[config.mk]
export PLATFORM = sky130hd
export DESIGN_NAME = median_filter_3x3_stream
export DESIGN_NICKNAME = d
export VERILOG_FILES = /design/src/med3_pkg.sv /design/src/median_filter_3x3_stream.sv /design/src/med3_ram.sv /design/src/med3_cell.sv /design/src/med3_outq.sv
export SDC_FILE = /design/constraint.sdc
export NUM_CORES = 2
export LEC_CHECK = 0
export ABC_CLOCK_PERIOD_IN_PS = 5900
export BUFFER_PORTS_ARGS = -buffer_cell sky130_fd_sc_hd__buf_4
export CAP_MARGIN = 20
export CORE_MARGIN = 10
export CORE_UTILIZATION = 57
export DETAILED_ROUTE_END_ITERATION = 8
export PLACE_DENSITY_LB_ADDON = 0.3
export SYNTH_ARGS = -nofsm -noshare
export SYNTH_HDL_FRONTEND = slang
export SYNTH_HIERARCHICAL = 1
export SYNTH_SLANG_ARGS = --single-unit
[constraint.sdc]
create_clock -name i_clk -period 5.9 [get_ports i_clk]
set_input_delay 0.59 -clock i_clk [delete_from_list [all_inputs] [get_ports i_clk]]
set_output_delay 0.59 -clock i_clk [all_outputs]
set_load 0.03 [all_outputs]
[src/med3_pkg.sv]
`timescale 1ns / 1ps
`default_nettype none
// ----------------------------------------------------------------------------
// med3_pkg
// Shared sizes, types and register codes of the 3x3 median stream filter.
// ----------------------------------------------------------------------------
package med3_pkg;

    localparam int MAX_WIDTH  = 128;
    localparam int MAX_HEIGHT = 128;

    localparam int PIX_W  = 8;
    localparam int DIM_W  = 8;                     // width of the size registers
    localparam int COL_W  = $clog2(MAX_WIDTH);
    localparam int ROW_W  = $clog2(MAX_HEIGHT);
    localparam int POS_W  = 7;                     // reported row / column width

    localparam int WIN_N   = 9;
    localparam int MED_IDX = 4;
    localparam int CELL_N  = 5;                    // two sort layers per cell

    localparam int FQ_DEPTH = 16;
    localparam int FQ_AW    = $clog2(FQ_DEPTH);
    localparam int CNT_W    = $clog2(FQ_DEPTH + 1);

    localparam int LB_W = 2 * PIX_W;               // {older, newer} line pair

    localparam logic CFG_WIDTH  = 1'b0;
    localparam logic CFG_HEIGHT = 1'b1;

    typedef logic [PIX_W-1:0] t_pix;
    typedef t_pix t_win [WIN_N];

    // Results of one input: bit 0 center of window, bit 1 right border, bit 2 last row
    typedef struct packed {
        t_pix             wc4;
        t_pix             mid;
        t_pix             px;
        logic [ROW_W-1:0] row;
        logic [COL_W-1:0] col;
        logic             med;
        logic [2:0]       emit;
    } t_bnd;

    typedef struct packed {
        t_pix             v0;
        t_pix             mid;
        t_pix             px;
        logic [ROW_W-1:0] row;
        logic [COL_W-1:0] col;
        logic [2:0]       emit;
    } t_ent;

endpackage
`default_nettype wire

[src/median_filter_3x3_stream.sv]
`timescale 1ns / 1ps
`default_nettype none
// ----------------------------------------------------------------------------
// median_filter_3x3_stream
// 3x3 median filter over a raster pixel stream; border pixels pass unchanged.
// ----------------------------------------------------------------------------
//  channel   | dir | handshake               | payload
//  ----------+-----+-------------------------+--------------------------------
//  s_axis    | in  | tvalid / tready         | tdata: pixel; tuser: frame_start
//  m_axis    | out | tvalid / tready         | tdata: pixel, row, col; tlast
//  cfg       | in  | valid / ready (ready=1) | index: register; data: value
//
//  One input beat per clock while input ready is high; each gives zero to three
//  result beats, one per clock while the output is ready. Results pass through
//  the address stage and line-buffer read, five sort cells and the result queue.
//  Input ready drops while sixteen accepted beats are in the chain or queued.
//  Reset (synchronous, active low) sets width and height to 128 and the
//  position to (0,0); the line buffers hold no reset value.
// ----------------------------------------------------------------------------
module median_filter_3x3_stream (
    input  wire logic        i_clk,
    input  wire logic        i_rst_n,
    input  wire logic        i_s_axis_tvalid,
    output logic             o_s_axis_tready,
    input  wire logic [7:0]  i_s_axis_tdata,   // [7:0] pixel
    input  wire logic        i_s_axis_tuser,   // [0] frame_start
    output logic             o_m_axis_tvalid,
    input  wire logic        i_m_axis_tready,
    output logic [23:0]      o_m_axis_tdata,   // [7:0] out_pixel, [14:8] out_row,
                                               // [21:15] out_col, [23:22] zero
    output logic             o_m_axis_tlast,   // last_of_run
    input  wire logic        i_cfg_valid,
    output logic             o_cfg_ready,
    input  wire logic        i_cfg_index,
    input  wire logic [7:0]  i_cfg_data
);

    import med3_pkg::*;

    // configuration
    logic [DIM_W-1:0] r_img_w;
    logic [DIM_W-1:0] r_img_h;
    logic [DIM_W-1:0] s_w;
    logic [DIM_W-1:0] s_h;

    // position and address stage
    logic [COL_W-1:0] r_col, n_col;
    logic [ROW_W-1:0] r_row, n_row;
    logic [DIM_W-1:0] s_cpre, s_rpre, s_cinc, s_rinc;
    logic [COL_W-1:0] s_acol;
    logic [ROW_W-1:0] s_arow;
    logic             s_acc;
    logic             r_a_vld;
    t_pix             r_a_px;
    logic [COL_W-1:0] r_a_col;
    logic [ROW_W-1:0] r_a_row;
    logic             r_a_med;
    logic [2:0]       r_a_emit;
    logic             s_med;
    logic [2:0]       s_emit;

    // line buffers and window
    logic [LB_W-1:0]  s_lb_rd;
    logic             r_byp;
    t_pix             r_byp_top;
    t_pix             r_byp_mid;
    t_pix             s_top;
    t_pix             s_mid;
    t_pix             r_wc [6];
    t_win             s_win;
    t_bnd             s_bnd;

    // sort chain
    logic             c_vld [CELL_N+1];
    t_pix             c_win [CELL_N+1][WIN_N];
    t_bnd             c_bnd [CELL_N+1];
    t_ent             s_ent;
    logic             s_push;
    logic             s_drop;
    logic             s_retire;

    logic [CNT_W-1:0] r_cnt;
    logic [PIX_W-1:0] s_opix;
    logic [POS_W-1:0] s_orow;
    logic [POS_W-1:0] s_ocol;

    assign o_cfg_ready = 1'b1;

    always_ff @(posedge i_clk) begin
        if (!i_rst_n) begin
            r_img_w <= DIM_W'(MAX_WIDTH);
            r_img_h <= DIM_W'(MAX_HEIGHT);
        end else if (i_cfg_valid) begin
            case (i_cfg_index)
                CFG_WIDTH:  r_img_w <= i_cfg_data;
                CFG_HEIGHT: r_img_h <= i_cfg_data;
                default:    ;
            endcase
        end
    end

    assign s_w = (r_img_w < DIM_W'(3)) ? DIM_W'(3) :
                 (r_img_w > DIM_W'(MAX_WIDTH)) ? DIM_W'(MAX_WIDTH) : r_img_w;
    assign s_h = (r_img_h < DIM_W'(3)) ? DIM_W'(3) :
                 (r_img_h > DIM_W'(MAX_HEIGHT)) ? DIM_W'(MAX_HEIGHT) : r_img_h;

    assign o_s_axis_tready = (r_cnt < CNT_W'(FQ_DEPTH));
    assign s_acc           = i_s_axis_tvalid && o_s_axis_tready;

    // Wrap a stale position first, then find where the next pixel lands.
    always_comb begin
        s_cpre = i_s_axis_tuser ? '0 : DIM_W'(r_col);
        s_rpre = i_s_axis_tuser ? '0 : DIM_W'(r_row);
        if (s_cpre >= s_w) begin
            s_cpre = '0;
            s_rpre = s_rpre + 1'b1;
        end
        if (s_rpre >= s_h) begin
            s_rpre = '0;
        end
        s_acol = s_cpre[COL_W-1:0];
        s_arow = s_rpre[ROW_W-1:0];

        s_cinc = DIM_W'(s_acol) + 1'b1;
        s_rinc = DIM_W'(s_arow) + 1'b1;
        if (s_cinc >= s_w) begin
            n_col = '0;
            n_row = (s_rinc >= s_h) ? '0 : s_rinc[ROW_W-1:0];
        end else begin
            n_col = s_cinc[COL_W-1:0];
            n_row = s_arow;
        end

        s_med     = (s_arow >= ROW_W'(2)) && (s_acol >= COL_W'(2));
        s_emit[0] = (s_arow != '0) && (s_acol != '0);
        s_emit[1] = (s_arow != '0) && (DIM_W'(s_acol) == s_w - 1'b1);
        s_emit[2] = (DIM_W'(s_arow) == s_h - 1'b1);
    end

    always_ff @(posedge i_clk) begin
        if (!i_rst_n) begin
            r_col   <= '0;
            r_row   <= '0;
            r_a_vld <= 1'b0;
            r_byp   <= 1'b0;
        end else begin
            r_a_vld <= s_acc;
            if (s_acc) begin
                r_col <= n_col;
                r_row <= n_row;
            end
            // Forward the write that lands on the address read this cycle.
            r_byp <= s_acc && r_a_vld && (s_acol == r_a_col);
        end
        r_byp_top <= s_mid;
        r_byp_mid <= r_a_px;
        if (s_acc) begin
            r_a_px   <= i_s_axis_tdata[PIX_W-1:0];
            r_a_col  <= s_acol;
            r_a_row  <= s_arow;
            r_a_med  <= s_med;
            r_a_emit <= s_emit;
        end
    end

    med3_ram #(
        .WIDTH (LB_W),
        .DEPTH (MAX_WIDTH)
    ) u_lines (
        .i_clk   (i_clk),
        .i_we    (r_a_vld),
        .i_waddr (r_a_col),
        .i_wdata ({s_mid, r_a_px}),
        .i_re    (s_acc),
        .i_raddr (s_acol),
        .o_rdata (s_lb_rd)
    );

    assign s_top = r_byp ? r_byp_top : s_lb_rd[LB_W-1:PIX_W];
    assign s_mid = r_byp ? r_byp_mid : s_lb_rd[PIX_W-1:0];

    always_ff @(posedge i_clk) begin
        if (!i_rst_n) begin
            for (int k = 0; k < 6; k++) begin
                r_wc[k] <= '0;
            end
        end else if (r_a_vld) begin
            r_wc[0] <= r_wc[3];
            r_wc[1] <= r_wc[4];
            r_wc[2] <= r_wc[5];
            r_wc[3] <= s_top;
            r_wc[4] <= s_mid;
            r_wc[5] <= r_a_px;
        end
    end

    always_comb begin
        for (int k = 0; k < 6; k++) begin
            s_win[k] = r_wc[k];
        end
        s_win[6] = s_top;
        s_win[7] = s_mid;
        s_win[8] = r_a_px;
        s_bnd.wc4  = r_wc[4];
        s_bnd.mid  = s_mid;
        s_bnd.px   = r_a_px;
        s_bnd.row  = r_a_row;
        s_bnd.col  = r_a_col;
        s_bnd.med  = r_a_med;
        s_bnd.emit = r_a_emit;
    end

    assign c_vld[0] = r_a_vld;
    assign c_win[0] = s_win;
    assign c_bnd[0] = s_bnd;

    for (genvar g = 0; g < CELL_N; g++) begin : g_cell
        med3_cell u_cell (
            .i_clk   (i_clk),
            .i_rst_n (i_rst_n),
            .i_vld   (c_vld[g]),
            .i_win   (c_win[g]),
            .i_bnd   (c_bnd[g]),
            .o_vld   (c_vld[g+1]),
            .o_win   (c_win[g+1]),
            .o_bnd   (c_bnd[g+1])
        );
    end

    always_comb begin
        s_ent.v0   = c_bnd[CELL_N].med ? c_win[CELL_N][MED_IDX] : c_bnd[CELL_N].wc4;
        s_ent.mid  = c_bnd[CELL_N].mid;
        s_ent.px   = c_bnd[CELL_N].px;
        s_ent.row  = c_bnd[CELL_N].row;
        s_ent.col  = c_bnd[CELL_N].col;
        s_ent.emit = c_bnd[CELL_N].emit;
    end

    assign s_push = c_vld[CELL_N] && (c_bnd[CELL_N].emit != 3'b000);
    assign s_drop = c_vld[CELL_N] && (c_bnd[CELL_N].emit == 3'b000);

    // Count beats accepted whose results are not yet all sent.
    always_ff @(posedge i_clk) begin
        if (!i_rst_n) begin
            r_cnt <= '0;
        end else begin
            r_cnt <= r_cnt + CNT_W'(s_acc) - CNT_W'(s_drop) - CNT_W'(s_retire);
        end
    end

    med3_outq u_outq (
        .i_clk    (i_clk),
        .i_rst_n  (i_rst_n),
        .i_push   (s_push),
        .i_ent    (s_ent),
        .o_tvalid (o_m_axis_tvalid),
        .i_tready (i_m_axis_tready),
        .o_pix    (s_opix),
        .o_row    (s_orow),
        .o_col    (s_ocol),
        .o_last   (o_m_axis_tlast),
        .o_retire (s_retire)
    );

    assign o_m_axis_tdata = {2'b00, s_ocol, s_orow, s_opix};

endmodule
`default_nettype wire

[src/med3_ram.sv]
`timescale 1ns / 1ps
`default_nettype none
// ----------------------------------------------------------------------------
// med3_ram
// Simple dual-port RAM: one write port, one read port with registered data.
// ----------------------------------------------------------------------------
module med3_ram #(
    parameter int WIDTH = 8,
    parameter int DEPTH = 128
) (
    input  wire logic                     i_clk,
    input  wire logic                     i_we,
    input  wire logic [$clog2(DEPTH)-1:0] i_waddr,
    input  wire logic [WIDTH-1:0]         i_wdata,
    input  wire logic                     i_re,
    input  wire logic [$clog2(DEPTH)-1:0] i_raddr,
    output logic      [WIDTH-1:0]         o_rdata
);

    logic [WIDTH-1:0] r_mem [DEPTH];
    logic [WIDTH-1:0] r_rdata;

    always_ff @(posedge i_clk) begin
        if (i_we) begin
            r_mem[i_waddr] <= i_wdata;
        end
        if (i_re) begin
            r_rdata <= r_mem[i_raddr];
        end
    end

    assign o_rdata = r_rdata;

endmodule
`default_nettype wire

[src/med3_cell.sv]
`timescale 1ns / 1ps
`default_nettype none
// ----------------------------------------------------------------------------
// med3_cell
// One sort cell: an even and an odd compare-exchange layer over the nine
// window values, registered; the result bundle rides along.
// ----------------------------------------------------------------------------
module med3_cell (
    input  wire logic          i_clk,
    input  wire logic          i_rst_n,
    input  wire logic          i_vld,
    input  wire med3_pkg::t_pix i_win [med3_pkg::WIN_N],
    input  wire med3_pkg::t_bnd i_bnd,
    output logic               o_vld,
    output med3_pkg::t_pix     o_win [med3_pkg::WIN_N],
    output med3_pkg::t_bnd     o_bnd
);

    import med3_pkg::*;

    t_pix s_even [WIN_N];
    t_pix s_odd  [WIN_N];
    t_pix r_win  [WIN_N];
    t_bnd r_bnd;
    logic r_vld;

    always_comb begin
        s_even = i_win;
        for (int k = 0; k < (WIN_N - 1) / 2; k++) begin
            if (i_win[2*k] > i_win[2*k+1]) begin
                s_even[2*k]   = i_win[2*k+1];
                s_even[2*k+1] = i_win[2*k];
            end
        end
        s_odd = s_even;
        for (int k = 0; k < (WIN_N - 1) / 2; k++) begin
            if (s_even[2*k+1] > s_even[2*k+2]) begin
                s_odd[2*k+1] = s_even[2*k+2];
                s_odd[2*k+2] = s_even[2*k+1];
            end
        end
    end

    always_ff @(posedge i_clk) begin
        if (!i_rst_n) begin
            r_vld <= 1'b0;
        end else begin
            r_vld <= i_vld;
        end
        r_win <= s_odd;
        r_bnd <= i_bnd;
    end

    assign o_vld = r_vld;
    assign o_win = r_win;
    assign o_bnd = r_bnd;

endmodule
`default_nettype wire

[src/med3_outq.sv]
`timescale 1ns / 1ps
`default_nettype none
// ----------------------------------------------------------------------------
// med3_outq
// Result queue: holds the result set of each input that yields results and hands
// its results out one beat at a time, flagging the last one of each set.
// ----------------------------------------------------------------------------
module med3_outq (
    input  wire logic                          i_clk,
    input  wire logic                          i_rst_n,
    input  wire logic                          i_push,
    input  wire med3_pkg::t_ent                i_ent,
    output logic                               o_tvalid,
    input  wire logic                          i_tready,
    output logic [med3_pkg::PIX_W-1:0]         o_pix,
    output logic [med3_pkg::POS_W-1:0]         o_row,
    output logic [med3_pkg::POS_W-1:0]         o_col,
    output logic                               o_last,
    output logic                               o_retire
);

    import med3_pkg::*;

    t_ent             r_mem [FQ_DEPTH];
    logic [FQ_AW:0]   r_wp;
    logic [FQ_AW:0]   r_rp;
    logic [2:0]       r_done;
    t_ent             s_head;
    logic [2:0]       s_pend;
    logic [2:0]       s_sel;
    logic [ROW_W-1:0] s_row;
    logic [COL_W-1:0] s_col;
    logic             s_fire;

    assign s_head   = r_mem[r_wp == r_rp ? r_rp[FQ_AW-1:0] : r_rp[FQ_AW-1:0]];
    assign s_pend   = s_head.emit & ~r_done;
    assign o_tvalid = (r_wp != r_rp);
    assign s_fire   = o_tvalid && i_tready;

    always_comb begin
        s_sel  = 3'b000;
        o_pix  = s_head.px;
        s_row  = s_head.row;
        s_col  = s_head.col;
        o_last = 1'b1;
        if (s_pend[0]) begin
            s_sel  = 3'b001;
            o_pix  = s_head.v0;
            s_row  = s_head.row - 1'b1;
            s_col  = s_head.col - 1'b1;
            o_last = !s_pend[1] && !s_pend[2];
        end else if (s_pend[1]) begin
            s_sel  = 3'b010;
            o_pix  = s_head.mid;
            s_row  = s_head.row - 1'b1;
            o_last = !s_pend[2];
        end else begin
            s_sel  = 3'b100;
        end
    end

    assign o_row    = s_row[POS_W-1:0];
    assign o_col    = s_col[POS_W-1:0];
    assign o_retire = s_fire && o_last;

    always_ff @(posedge i_clk) begin
        if (!i_rst_n) begin
            r_wp   <= '0;
            r_rp   <= '0;
            r_done <= '0;
        end else begin
            if (i_push) begin
                r_wp <= r_wp + 1'b1;
            end
            if (s_fire) begin
                if (o_last) begin
                    r_rp   <= r_rp + 1'b1;
                    r_done <= '0;
                end else begin
                    r_done <= r_done | s_sel;
                end
            end
        end
        if (i_push) begin
            r_mem[r_wp[FQ_AW-1:0]] <= i_ent;
        end
    end

endmodule
`default_nettype wire
==> out/metrics.cfg <==
[run_status]
status = finished clean

[sta]
clock-skew-final_ns = 0.0964
tightest_slew_ns = 1.19
final.setup.tns_ns = 0
max_freq_mhz = 180
post-route-min-period_ns = 5.55
slew_headroom_pct = 20.3
slew_viol_final = 0
finalHoldViolations = 0
setup_viol_count_final = 0
fin_crit_sh_pct = 94.1

[die]
io_pins = 51
rows = 177
core_um2 = 233000
dieArea_um2 = 255000
die_w_um = 505
start_util_pct = 57.5
die_height_um = 505

[pwr]
p_sw_mw = 18.1
netSwitchingFraction_pct = 27.3
p_clk_share_pct = 31.4
p_comb_share_pct = 26.1
power.density_nw_per_um2 = 439
leakage_nw = 50.1
power_mw = 66.4
seqPwrFrac_pct = 42.4
vdd_ir_drop_max_uv = 415
p_int_mw = 48.3

[clocking]
numCtsBuffers = 341
path_clk_slew_ns = 0.06
clock_latency_ns = 0.98
htreeDepth = 5
cts_sinks = 3327
cts_root_buf = clkbuf_16
cts.path.max_buffers = 4
cts_tree = done

[hold_path]
min_path_cells = 5
min-delay-path-class = input port to register
worstHoldStart = i_s_axis_tvalid
min_to = r_col[3]

[placed_design]
placed_cells = 9953
place_area_um2 = 140000
io_buffer_count = 47
globalplace.congestion = 0.844
dp_hpwl_um = 183000

[global_route]
grt_overflow_total = 0
grt_pass1_wl_um = 459000
antenna_found_initial = 15
grt_max_degree = 110
grt_use_total_pct = 24.0
grt_pass1_vias = 67695

[layout]
area_growth_pct = 12.7
fin_cells = 10585
drive_above_1_share_pct = 31.5
fillers = 14980
fin_area_um2 = 151000
num-nets-final = 7540

[critical_path]
crit_path_end_kind = output pin
crit_top_cell = buf_4
crit_chain = buf_4 -> buf_4 -> mux4_2 -> mux4_2 -> mux2i_1 -> o21ai_0 -> buf_4
worstPathRequired_ns = 5.31
critPathArrivalTime_ns = 4.96
crit_buf_inv = 3
critPathMaxFanout = 37
r2r_slack_ns = 0.35
critPathMaxStageDelay_ns = 0.68
reg2reg_depth = 26
slowest_stage = dfxtp_4
startpoint_type = register
critPathKind = register to output pin
timing.rr.start = r_img_w[2]
crit_family = multiplexers
r2r_end = r_row[3]

[detailed_routing]
initialDrtViolationCount = 7766
wl_per_cell_um = 29.3
via_per_inst = 6.34
drt-total-wl_um = 311000
detail-route-antenna-nets = 0
drt_pass1_iterations = 6
drc = 0
vias = 67125

[run]
cap_violations = 0

[logic_synthesis]
synth_cells = 6758
synth_area_per_cell_um2 = 19.8
syn_area_um2 = 134000
ys_warn_count = 6

## power by group through the flow
stage | Sequential [mW] | Clock [mW] | Combinational (mW)
global placement | 28.6 | 0 | 16.7
finish | 28.2 | 20.9 | 17.4
CTS | 28.2 | 21.2 | 17.4
global route | 28.3 | 22.0 | 19.0
detailed placement | 28.7 | 0 | 17.1
floorplan | 28.4 | 0 | 14.0
## state kept, by name, indices dropped and copies added, names as in the netlist, 5 cells and up, named ones only
name and cells:
u_lines/r_mem 2048, u_outq/r_mem 656, g_cell.u_cell/o_win 248, g_cell.u_cell/o_bnd 210, r_wc 48, u_lines/o_rdata 16
r_a_px 8, r_byp_mid 8, r_byp_top 8, r_img_h 8, r_img_w 8, r_a_col 7
r_a_row 7, r_col 7, r_row 7, g_cell.u_cell/o_vld 5, r_cnt 5, u_outq/r_rp 5
u_outq/r_wp 5
## tightest hold or removal path: stages
cell	delay [ns]
buf_4	0.07
nand2_1	0.04
buf_4	0.21
nand2_1	0.10
a21oi_1	0.05
## final cells by class
cell class,instances,area [um^2],area share (%)
well taps,3132,3920,2.59
flip-flops and latches,3327,94600,62.6
inverters,310,1170,0.775
clock inverters,138,1450,0.962
repair buffers,379,3630,2.40
diodes,12,30.0,0.0199
clock buffers,452,9270,6.14
multi-input cells,2835,37000,24.5
## routing by layer
| metal | vias to the layer above | part of all wire, % | GRT usage (%) |
|---|---|---|---|
| met1 | 35031 | 39 | 33.4 |
| met3 | 593 | 8.6 | 4.44 |
| met4 | 8 | 3.4 | 7.88 |
| met5 | - | 0.018 | 0 |
| met2 | 3361 | 49 | 38.6 |
| li1 | 28132 | - | - |
## worst max-delay path by stage
stage                                   end  cells past startpoint
after global placement             r_row[3]                     25
final                     o_m_axis_tdata[1]                      7
after detailed placement           r_row[3]                     25
after floorplan                    r_row[3]                     27
after CTS                 o_m_axis_tdata[1]                      7
after global routing               r_row[3]                     26
## timing repair
item	4_1_cts	5_1_grt
setup buffers	0	1
hold endpoints to repair	23	0
endpoints found under the setup margin	0	7
gates resized for setup	0	9
hold buffers	21	0
## stage by stage
stage | setup slack, ns | hold WS (ns) | util [%]
detailed placement | 0.228 | 0.312 | 60.0
CTS | 0.196 | 0.129 | 64.7
global placement | 0.0415 | 0.310 | 60.0
finish | 0.346 | 0.216 | 64.8
global route | -0.00360 | 0.197 | 64.8
floorplan | 0.0312 | 0.310 | -
## cell usage in the layout (no fill, tap or decap), drive strengths merged, types with 72 or more instances in the layout
master     n
nor2     193
clkinv    92
nand4     75
dfxtp    533
buf      358
clkbuf   452
mux4     867
a21oi    148
nand2    143
mux2     519
edfxtp  2794
ha       321
inv      315
nor2b     72
(Power assumes the default switching activity.)
